$ cat config.mk
export PLATFORM = sky130hd
export DESIGN_NAME = frame_timestamp_normalizer
export DESIGN_NICKNAME = d
export VERILOG_FILES = /design/src/rtl/fts_pkg.sv /design/src/rtl/fts_step.sv /design/src/rtl/frame_timestamp_normalizer.sv
export SDC_FILE = /design/constraint.sdc
export NUM_CORES = 2
export LEC_CHECK = 0
export BUFFER_PORTS_ARGS = -buffer_cell sky130_fd_sc_hd__buf_2
export CAP_MARGIN = 20
export CORE_ASPECT_RATIO = 1.4
export CORE_MARGIN = 2
export CORE_UTILIZATION = 40
export CTS_CLUSTER_SIZE = 8
export DETAILED_ROUTE_END_ITERATION = 8
export GPL_TIMING_DRIVEN = 0
export PLACE_DENSITY = 0.63
export SYNTH_ARGS = -nofsm -noshare
export SYNTH_HDL_FRONTEND = slang
export SYNTH_SLANG_ARGS = --single-unit
export TNS_END_PERCENT = 20
$ cat constraint.sdc
create_clock -name clk_i -period 8.35 [get_ports clk_i]
set_input_delay 0.835 -clock clk_i [delete_from_list [all_inputs] [get_ports clk_i]]
set_output_delay 0.835 -clock clk_i [all_outputs]
set_load 0.03 [all_outputs]
$ cat src/rtl/fts_pkg.sv
// Types, op codes and register constants for the frame timestamp normaliser.
`default_nettype none
package fts_pkg;

  localparam int unsigned TicksPerSecond = 10000000;
  localparam int unsigned ResetFrameRate = 30;

  localparam int unsigned NOM_W  = 24;
  localparam int unsigned TS_W   = 64;
  localparam int unsigned MT_W   = 63;
  localparam int unsigned CNT_W  = 32;
  localparam int unsigned DATA_W = 32;
  localparam int unsigned ADDR_W = 3;

  localparam logic [NOM_W-1:0] NOMINAL_RESET = NOM_W'(TicksPerSecond / ResetFrameRate);

  // op codes
  localparam logic [1:0] OP_SUBMIT   = 2'd0;
  localparam logic [1:0] OP_FINALIZE = 2'd1;
  localparam logic [1:0] OP_CLEAR    = 2'd2;

  // register index, taken from paddr[2]
  localparam logic REG_NOMINAL = 1'b0;

  typedef struct packed {
    logic [1:0]      op;
    logic [TS_W-1:0] timestamp;
    logic [TS_W-1:0] window_limit;
  } item_t;

  typedef struct packed {
    logic             anchor_valid;
    logic [MT_W-1:0]  anchor_time;
    logic [MT_W-1:0]  last_media_time;
    logic [MT_W-1:0]  last_ts;          // anchor_time + last_media_time
    logic [CNT_W-1:0] submit_count;
    logic [CNT_W-1:0] drop_count;
  } state_t;

  typedef struct packed {
    logic             accepted;
    logic [MT_W-1:0]  media_time;
    logic [MT_W-1:0]  duration;
    logic [CNT_W-1:0] submitted_total;
    logic [CNT_W-1:0] dropped_total;
  } result_t;

endpackage
`default_nettype wire

$ cat src/rtl/fts_step.sv
// Single-pass step logic: result and next timeline state for one beat.
`default_nettype none
module fts_step import fts_pkg::*; (
  input  item_t            item_i,
  input  state_t           state_i,
  input  logic [NOM_W-1:0] nominal_i,
  output state_t           state_o,
  output result_t          result_o
);

  logic [NOM_W-1:0] nominal_eff;
  logic [TS_W-1:0]  cand;
  logic [MT_W-1:0]  gap;
  logic [TS_W-1:0]  fin_dur;
  logic             too_early;
  logic             over_limit;
  logic             fin_ok;

  assign nominal_eff = (nominal_i == '0) ? NOM_W'(1) : nominal_i;

  // Last kept frame's capture time is held directly, so the ordering check
  // is a plain compare against the timestamp.
  assign too_early  = {1'b0, item_i.timestamp[MT_W-1:0]} <= {1'b0, state_i.last_ts};
  assign cand       = {1'b0, item_i.timestamp[MT_W-1:0]} - {1'b0, state_i.anchor_time};
  assign over_limit = !item_i.window_limit[TS_W-1] &&
                      ($signed(cand) >= $signed(item_i.window_limit));
  assign gap        = item_i.timestamp[MT_W-1:0] - state_i.last_ts;

  assign fin_ok  = $signed(item_i.timestamp) > $signed({1'b0, state_i.last_media_time});
  assign fin_dur = item_i.timestamp - {1'b0, state_i.last_media_time};

  always_comb begin
    logic drop;
    drop     = 1'b0;
    state_o  = state_i;
    result_o = '0;
    case (item_i.op)
      OP_SUBMIT: begin
        state_o.submit_count = state_i.submit_count + CNT_W'(1);
        if (item_i.timestamp[TS_W-1]) begin
          drop = 1'b1;
        end else if (!state_i.anchor_valid) begin
          if (item_i.window_limit == '0) begin
            drop = 1'b1;
          end else begin
            state_o.anchor_valid    = 1'b1;
            state_o.anchor_time     = item_i.timestamp[MT_W-1:0];
            state_o.last_media_time = '0;
            state_o.last_ts         = item_i.timestamp[MT_W-1:0];
            result_o.accepted       = 1'b1;
            result_o.duration       = MT_W'(nominal_eff);
          end
        end else if (too_early || over_limit) begin
          drop = 1'b1;
        end else begin
          state_o.last_media_time = cand[MT_W-1:0];
          state_o.last_ts         = item_i.timestamp[MT_W-1:0];
          result_o.accepted       = 1'b1;
          result_o.media_time     = cand[MT_W-1:0];
          result_o.duration       = gap;
        end
      end
      OP_FINALIZE: begin
        if (state_i.anchor_valid && fin_ok) begin
          result_o.accepted   = 1'b1;
          result_o.media_time = state_i.last_media_time;
          result_o.duration   = fin_dur[MT_W-1:0];
        end
      end
      OP_CLEAR: begin
        state_o = '0;
      end
      default: begin
      end
    endcase
    if (drop) begin
      state_o.drop_count = state_i.drop_count + CNT_W'(1);
    end
    result_o.submitted_total = state_o.submit_count;
    result_o.dropped_total   = state_o.drop_count;
  end

endmodule
`default_nettype wire

$ cat src/rtl/frame_timestamp_normalizer.sv
// Top level: input register, timeline state, result register and APB register port.
//
//  channel | dir    | handshake             | payload
//  --------+--------+-----------------------+-----------------------------------------
//  in      | sink   | in_valid_i/in_ready_o | op_i, timestamp_i, window_limit_i
//  out     | source | out_valid_o/out_ready_i | accepted_o, media_time_o, duration_o,
//          |        |                       | submitted_total_o, dropped_total_o
//  apb     | slave  | psel/penable/pready   | paddr, pwrite, pwdata, prdata
//
// One beat per cycle sustained while the output is not blocked; a taken beat passes from
// the input register through the step logic into the result register, from which its
// result leaves once the output takes it.
// Timeline state updates as a beat moves into the result register, so the next
// beat always sees it. Reset clears the state and counters, nominal_duration
// returns to 333333. A stalled output holds its beat; the input register takes a beat
// while it is empty or moving on, so input ready falls only with both registers full
// and the output blocked.
`default_nettype none
module frame_timestamp_normalizer import fts_pkg::*; (
  input  logic              clk_i,
  input  logic              rst_ni,
  input  logic              in_valid_i,
  output logic              in_ready_o,
  input  logic [1:0]        op_i,
  input  logic [TS_W-1:0]   timestamp_i,
  input  logic [TS_W-1:0]   window_limit_i,
  output logic              out_valid_o,
  input  logic              out_ready_i,
  output logic              accepted_o,
  output logic [MT_W-1:0]   media_time_o,
  output logic [MT_W-1:0]   duration_o,
  output logic [CNT_W-1:0]  submitted_total_o,
  output logic [CNT_W-1:0]  dropped_total_o,
  input  logic              psel,
  input  logic              penable,
  input  logic              pwrite,
  input  logic [ADDR_W-1:0] paddr,
  input  logic [DATA_W-1:0] pwdata,
  output logic [DATA_W-1:0] prdata,
  output logic              pready
);

  logic             s1_valid_q, s1_valid_d;
  item_t            s1_item_q;
  logic             out_valid_q, out_valid_d;
  result_t          out_q;
  state_t           state_q, state_d;
  result_t          step_res;
  logic [NOM_W-1:0] nominal_q, nominal_d;
  logic             advance;
  logic             in_fire;
  logic             cfg_wr;

  assign advance    = s1_valid_q && (!out_valid_q || out_ready_i);
  assign in_ready_o = !s1_valid_q || advance;
  assign in_fire    = in_valid_i && in_ready_o;

  assign s1_valid_d  = in_fire || (s1_valid_q && !advance);
  assign out_valid_d = advance || (out_valid_q && !out_ready_i);

  fts_step u_step (
    .item_i    (s1_item_q),
    .state_i   (state_q),
    .nominal_i (nominal_q),
    .state_o   (state_d),
    .result_o  (step_res)
  );

  // APB register port
  assign pready    = 1'b1;
  assign cfg_wr    = psel && penable && pwrite;
  assign nominal_d = (cfg_wr && paddr[2] == REG_NOMINAL) ? pwdata[NOM_W-1:0] : nominal_q;
  assign prdata    = (paddr[2] == REG_NOMINAL) ? DATA_W'(nominal_q) : '0;

  always_ff @(posedge clk_i or negedge rst_ni) begin
    if (!rst_ni) begin
      s1_valid_q  <= 1'b0;
      out_valid_q <= 1'b0;
      state_q     <= '0;
      nominal_q   <= NOMINAL_RESET;
    end else begin
      s1_valid_q  <= s1_valid_d;
      out_valid_q <= out_valid_d;
      nominal_q   <= nominal_d;
      if (advance) begin
        state_q <= state_d;
      end
    end
  end

  always_ff @(posedge clk_i) begin
    if (in_fire) begin
      s1_item_q <= '{op: op_i, timestamp: timestamp_i, window_limit: window_limit_i};
    end
    if (advance) begin
      out_q <= step_res;
    end
  end

  assign out_valid_o       = out_valid_q;
  assign accepted_o        = out_q.accepted;
  assign media_time_o      = out_q.media_time;
  assign duration_o        = out_q.duration;
  assign submitted_total_o = out_q.submitted_total;
  assign dropped_total_o   = out_q.dropped_total;

  // no anchor means an empty timeline
  a_no_anchor_empty: assert property (@(posedge clk_i) disable iff (!rst_ni)
    !state_q.anchor_valid |-> (state_q.last_media_time == '0 && state_q.last_ts == '0))
    else $error("timeline not empty without anchor");

  // cached capture time tracks anchor plus last media time
  a_last_ts_sum: assert property (@(posedge clk_i) disable iff (!rst_ni)
    state_q.anchor_valid |->
      ({1'b0, state_q.last_ts} == {1'b0, state_q.anchor_time} + {1'b0, state_q.last_media_time}))
    else $error("last_ts out of step with anchor and media time");

  // a refused beat carries zero time fields
  a_refused_zero: assert property (@(posedge clk_i) disable iff (!rst_ni)
    (out_valid_q && !out_q.accepted) |-> (out_q.media_time == '0 && out_q.duration == '0))
    else $error("refused beat with non-zero time");

  // held input beat and state stay put while the result register is blocked
  a_hold_on_stall: assert property (@(posedge clk_i) disable iff (!rst_ni)
    (s1_valid_q && !advance) |=> (s1_valid_q && $stable(s1_item_q) && $stable(state_q)))
    else $error("input register or state changed during stall");

  // ready only drops when the input register is occupied and the output is blocked
  a_ready_low: assert property (@(posedge clk_i) disable iff (!rst_ni)
    !in_ready_o |-> (s1_valid_q && out_valid_q && !out_ready_i))
    else $error("input stalled without cause");

endmodule
`default_nettype wire
[Yosys cells after proc, flatten, opt, wreduce, memory -nomap -nowiden]
Cells that the tools add are included.
Storage, ports and cells
  bits in registers: 601
  input bits: 172
  output and inout bits: 226
Cells by class
  add/subtract/negate cells: 5
  $lt $le $gt $ge: 3
  equal/unequal tests: 7
  mux-type cells: 24
  bitwise gates (word level): 1
  reduce and logical (&&, ||, !) cells: 26
Operators by type and width (number)
  $pmux W222 S2: 1
  $mux W127: 3
  $mux W190: 2
  $pmux W127 S2: 1
  $mux W126: 2
  $mux W63: 2
  $sub A63 B63 Y63: 2
  $mux W24: 3
  $add A32 B1 Y32 const B: 2
  $ge A64 B64 Y1: 1
  $gt A64 B64 Y1: 1
  $logic_not A64 Y1: 1
  $mux W32: 2
  $mux W64: 1
  $sub A63 B63 Y64: 1
  $le A63 B63 Y1: 1
  $logic_not A24 Y1: 1
  $reduce_and A5 Y1: 2
  $logic_and A1 B1 Y1: 9
  $mux W1: 7
  $ne A2 B2 Y1 const B: 3
  $ne A3 B3 Y1 const B: 2
  $logic_not A1 Y1: 5
  $logic_or A1 B1 Y1: 5
  other kinds (6): 6

[Logic depth before layout (Yosys ltp)]
  depth in word-level cells: 9
  mapped depth: 30

[By module]
From an unflattened synthesis, not the netlist that was laid out.
Unflattened totals
  cell total of the unflattened synthesis: 4040
  area total of the unflattened synthesis: 41268.3 sq um
Modules (own cells, without submodules)
  frame_timestamp_normalizer: instances 1, cells an instance 953, area an instance 21544.4 sq um, seq. area each 16656.0 sq um
  fts_step: instances 1, cells an instance 3087, area an instance 19723.9 sq um, seq. area each 0.0 sq um

[Least setup slack after synthesis]
OpenSTA, ideal clock, no wires.
  kind: input to register
  start point: input out_ready_i
  end point: register out_q (netlist bit accepted_o), enable pin
  setup time: 0.630 ns
  arrival time: 6.597 ns
  required time: 7.720 ns
  slack: 1.123 ns
  cell stages on the path: 4
  path buffers: 1
  cell sequence: nand2b_1 > nand2_1 > inv_1 > clkbuf_1
On the way
  cells in the longest elaborated chain, start to end: 2
RTL lines
  start: declaration: RTL line frame_timestamp_normalizer.sv:28  | input logic out_ready_i,
  $logic_or A1 B1 Y1: RTL line frame_timestamp_normalizer.sv:54  | assign advance = s1_valid_q && (!out_valid_q || out_ready_i);
  $logic_and A1 B1 Y1: RTL line frame_timestamp_normalizer.sv:54
  named net advance: RTL line frame_timestamp_normalizer.sv:50  | logic advance;
  end signal: assignment: RTL line frame_timestamp_normalizer.sv:96  | out_q <= step_res;
  end: declaration: RTL line frame_timestamp_normalizer.sv:46  | result_t out_q;
The timed path passes the listed nets, and every way through them passes these cells.
A chain may end at the register's enable or synchronous reset.

==> flow_results.xml <==
<?xml version="1.0" encoding="UTF-8"?>
<metrics>
  <group name="finish">
    <metric name="design_area" unit="um^2">43600</metric>
    <metric name="fill_cell_instance_count_of_the_final_layout" unit="">8912</metric>
    <metric name="syn2layout_area_growth" unit="%">17.0</metric>
    <metric name="proportion_of_layout_cells_with_a_drive_suffix_above_1" unit="">0.132</metric>
    <metric name="final_net_count" unit="">4955</metric>
  </group>
  <group name="pwr">
    <metric name="p_clk_frac" unit="">0.324</metric>
    <metric name="power_switching" unit="mW">3.71</metric>
    <metric name="power.combinational.fraction" unit="">0.320</metric>
    <metric name="sequentialPowerShare" unit="">0.356</metric>
    <metric name="power_density" unit="nW/um^2">234</metric>
    <metric name="switching_share" unit="">0.363</metric>
    <metric name="cellLeakagePower" unit="nW">18.1</metric>
    <metric name="power.internal" unit="mW">6.50</metric>
    <metric name="ir_drop" unit="mV">0.149</metric>
  </group>
  <group name="yosys">
    <metric name="yosysWarningCount" unit="">0</metric>
    <metric name="postSynthRegisterBits" unit="">601</metric>
    <metric name="synth_edf_count" unit="">321</metric>
    <metric name="netlist_instances" unit="">4036</metric>
    <metric name="async_flop_share" unit="">0.466</metric>
    <metric name="seq_area_frac_synth" unit="">0.447</metric>
    <metric name="syn_std_cell_area" unit="um^2">37300</metric>
    <metric name="syn-mean-instance-area" unit="um^2">9.24</metric>
    <metric name="synth_ff_type" unit="">edfxtp_1</metric>
    <metric name="netlist-cell-type-count" unit="">82</metric>
  </group>
  <group name="cts">
    <metric name="cts_tree" unit="">built</metric>
    <metric name="ctsHtreeMaxLevel" unit="">3</metric>
    <metric name="cts_buffers" unit="">85</metric>
    <metric name="path_clk_slew" unit="ps">50</metric>
    <metric name="master_cell_of_the_clock_root_buffer" unit="">clkbuf_16</metric>
    <metric name="ctsLongestPathBuffers" unit="">3</metric>
    <metric name="insertion_delay" unit="ps">700</metric>
    <metric name="clkSinkCount" unit="">601</metric>
  </group>
  <group name="global_routing">
    <metric name="grt_pass1_vias" unit="">31946</metric>
    <metric name="grt_pass1_wl" unit="mm">198</metric>
    <metric name="antenna_found_initial" unit="">5</metric>
    <metric name="grt_usage" unit="">0.278</metric>
    <metric name="grt_start_max_net_pins" unit="">107</metric>
    <metric name="global_route.overflow_total" unit="">0</metric>
  </group>
  <group name="die">
    <metric name="floorplan.die.width" unit="um">262</metric>
    <metric name="floorplan.die_area" unit="um^2">95700</metric>
    <metric name="floorplan.core_area" unit="um^2">92500</metric>
    <metric name="start_util" unit="">0.403</metric>
    <metric name="die_h" unit="um">365</metric>
    <metric name="io_pins" unit="">398</metric>
    <metric name="cell_rows" unit="">132</metric>
  </group>
  <group name="sta">
    <metric name="max-slew-margin-rel" unit="">0.155</metric>
    <metric name="rsz_0062_raised_after_global_routing" unit="">false</metric>
    <metric name="final-hold-violation-count" unit="">0</metric>
    <metric name="timing.clock.skew" unit="ps">45.6</metric>
    <metric name="worst_hold_slack" unit="ps">148</metric>
    <metric name="tightestPinTransition" unit="ps">1270</metric>
    <metric name="maxClockFrequency" unit="MHz">122</metric>
    <metric name="slew_violations" unit="">0</metric>
    <metric name="postLayoutSetupSlackWorst" unit="ps">133</metric>
    <metric name="ratio_of_final_minimum_period_to_clock_period" unit="">0.984</metric>
    <metric name="finalCriticalPeriod" unit="ps">8220</metric>
    <metric name="report.final.setup_viol" unit="">0</metric>
  </group>
  <group name="drt">
    <metric name="detail_route.iter0.violations" unit="">3058</metric>
    <metric name="ant_nets" unit="">0</metric>
    <metric name="number_of_remaining_drc_errors" unit="">0</metric>
    <metric name="detailroute.wirelength.met2" unit="mm">65.4</metric>
    <metric name="via_count" unit="">33124</metric>
    <metric name="top_signal_layer_used" unit="">met5</metric>
    <metric name="route.layer.met1.wl" unit="mm">53.1</metric>
    <metric name="wl_per_cell" unit="um">23.3</metric>
    <metric name="viasPerCell" unit="">5.71</metric>
    <metric name="1st_pass_router_iterations" unit="">5</metric>
    <metric name="totalWireLength" unit="mm">135</metric>
    <metric name="route.met3.wl" unit="mm">8.89</metric>
  </group>
  <group name="worst_setup_path">
    <metric name="crit_arrival" unit="ps">8600</metric>
    <metric name="crit_fanout" unit="">10</metric>
    <metric name="critical_path_class" unit="">reg2reg</metric>
    <metric name="worst_setup_path_start_kind" unit="">register</metric>
    <metric name="critPathRequiredTime" unit="ps">8730</metric>
    <metric name="setup.worst_path.end_class" unit="">register</metric>
  </group>
  <group name="min_path">
    <metric name="hold_class" unit="">in2async</metric>
  </group>
  <group name="placed_design">
    <metric name="io_buf_count" unit="">378</metric>
    <metric name="post-dp-hpwl" unit="mm">106</metric>
    <metric name="place_congestion" unit="">0.966</metric>
    <metric name="place_ws" unit="ps">-1250</metric>
    <metric name="cell_area_after_placement" unit="um^2">41000</metric>
  </group>
  <group name="outcome">
    <metric name="outcome" unit="">completed</metric>
  </group>
  <group name="flow_run">
    <metric name="timing.max_cap.violations" unit="">0</metric>
  </group>
</metrics>
## stage by stage
stage | total power, mW | setup TNS [ps] | cells | util
floorplan | 5.85 | 0 | 4043 | -
global placement | 6.86 | -663410 | 5627 | 0.440
global route | 10.7 | 0 | 5798 | 0.472
detailed placement | 6.87 | -238720 | 5642 | 0.443
finish | 10.2 | 0 | 5801 | 0.472
CTS | 10.2 | 0 | 5796 | 0.471
## path summary, 6_finish.rpt
kind | slack (ps) | end | cells after the start | startpoint
max in group asynchronous | 6630 | state_q[246] | 3 | rst_ni
worst min-delay path | 150 | nominal_q[13] | 1 | rst_ni
worst max-delay path | 130 | duration_o[52] | 23 | s1_item_q[92]
worst min register to register | 480 | state_q[209] | 2 | state_q[209]
min in group clk_i | 310 | s1_item_q[18] | 1 | window_limit_i[18]
worst max register to register | 130 | duration_o[52] | 23 | s1_item_q[92]
## state kept, by name, summed over array words and instances (netlist names)
name and count:
out_valid_o 1, submitted_total_o 32, accepted_o 1, s1_item_q 130, state_q 254, s1_valid_q 1, media_time_o 63, dropped_total_o 32
nominal_q 24, duration_o 63
## cells in the mapped netlist (8+ instances only)
| cell | instances | area share |
|---|---|---|
| a31oi_1 | 27 | 0.0045 |
| o21a_1 | 24 | 0.0048 |
| xnor2_1 | 106 | 0.025 |
| buf_4 | 11 | 0.0022 |
| a21boi_0 | 12 | 0.0024 |
| and2_1 | 31 | 0.0052 |
| nor3_1 | 65 | 0.0087 |
| and3_1 | 43 | 0.0072 |
| o22ai_1 | 71 | 0.012 |
| edfxtp_1 | 321 | 0.26 |
| nor2_1 | 183 | 0.018 |
| buf_2 | 28 | 0.0038 |
| clkbuf_1 | 151 | 0.015 |
| nor2b_1 | 56 | 0.0094 |
| a21oi_1 | 311 | 0.042 |
| ha_1 | 255 | 0.086 |
| mux2i_1 | 8 | 0.0021 |
| o211ai_1 | 18 | 0.0036 |
| buf_6 | 14 | 0.0042 |
| o21ai_0 | 286 | 0.038 |
| dfrtp_1 | 272 | 0.18 |
| o21ai_1 | 106 | 0.014 |
| o31a_1 | 11 | 0.0026 |
| o2bb2ai_1 | 30 | 0.0070 |
| or3_1 | 15 | 0.0025 |
| nand2_1 | 445 | 0.045 |
| buf_1 | 11 | 0.0011 |
| nand2b_1 | 31 | 0.0052 |
| o31ai_1 | 42 | 0.0085 |
| a211oi_1 | 19 | 0.0038 |
| a22o_1 | 24 | 0.0056 |
| inv_1 | 318 | 0.032 |
| o21bai_1 | 31 | 0.0062 |
| nand3_1 | 192 | 0.026 |
| mux2_2 | 26 | 0.0079 |
| a21o_1 | 115 | 0.023 |
| dfstp_2 | 8 | 0.0056 |
| xor2_1 | 90 | 0.021 |
| nand4_1 | 75 | 0.013 |
| nor4_1 | 39 | 0.0065 |
## worst max-delay path, cell delays in order, from the launching register on
cell and delay [ps]:
edfxtp_1 510, ha_1 330, clkbuf_1 320, nand4_1 260, or3_1 440, a2111oi_0 560, nor3_2 240, o31a_1 430
a31oi_1 360, a31oi_1 190, o21ai_0 270, o21a_1 170, nor2_1 50, ha_1 330, nand4_1 250, nor4_4 520
nand4_1 150, a21oi_1 270, a311o_1 260, or4_1 130, and3b_1 320, nand3_1 460, clkbuf_1 490, o22ai_1 590
## power groups by stage
stage / Clock, mW / Sequential (mW) / Combinational [mW]
after CTS: 3.38 / 3.63 / 3.22
final: 3.31 / 3.63 / 3.27
after floorplan: 0 / 3.79 / 2.06
after global placement: 0 / 3.72 / 3.14
after detailed placement: 0 / 3.68 / 3.19
after global routing: 3.50 / 3.66 / 3.55
## repair_timing
action / 4_1_cts / 5_1_grt
resized for setup: 11 / 9
pin swaps: 1 / 1
buffers inserted: 1 / 1
endpoints found under the setup margin: 317 / 194
hold buffers: 0 / 0
## cells in the final DEF (no fill, tap or decap), types with 89 or more instances in the layout
master,count
o21ai_0,286
xor2_1,89
a21o_1,115
nand3_1,192
nor2_1,183
a21oi_1,310
ha_1,255
xnor2_1,106
edfxtp_1,321
o21ai_1,105
dfrtp_1,272
nand2_1,445
buf_2,407
inv_1,318
clkbuf_1,206
## per-layer routing
layer | vias to the layer above | track usage
met1 | 15996 | 0.337
met2 | 1300 | 0.471
met3 | 289 | 0.0455
met5 | - | 0
met4 | 8 | 0.150
li1 | 15531 | -
## final cells by class
cell class              count  area [um^2]  share of cell area
multi-input cells        2907        18600               0.426
diodes                      4         10.0            0.000229
clock inverters             5         47.5             0.00109
inverters                 319         1200              0.0275
plain buffers             216         1000              0.0230
repair buffers            395         2190              0.0502
flip-flops and latches    601        16700               0.382
clock buffers             148         2430              0.0557
well taps                1206         1510              0.0346
## logic make-up after synthesis
logic type / count (synthesis) / synth area share
and+or+nand+nor: 1208 / 0.154
AOI/OAI and AO/OA: 1202 / 0.197
DFF: 601 / 0.447
buffers and inverters: 535 / 0.0588
adders and majority gates: 258 / 0.0872
xor gates and xnor gates: 196 / 0.0461
muxes: 34 / 0.0100
other: 2 / 0.000201
Note: power is estimated with default switching activity, not from simulation.
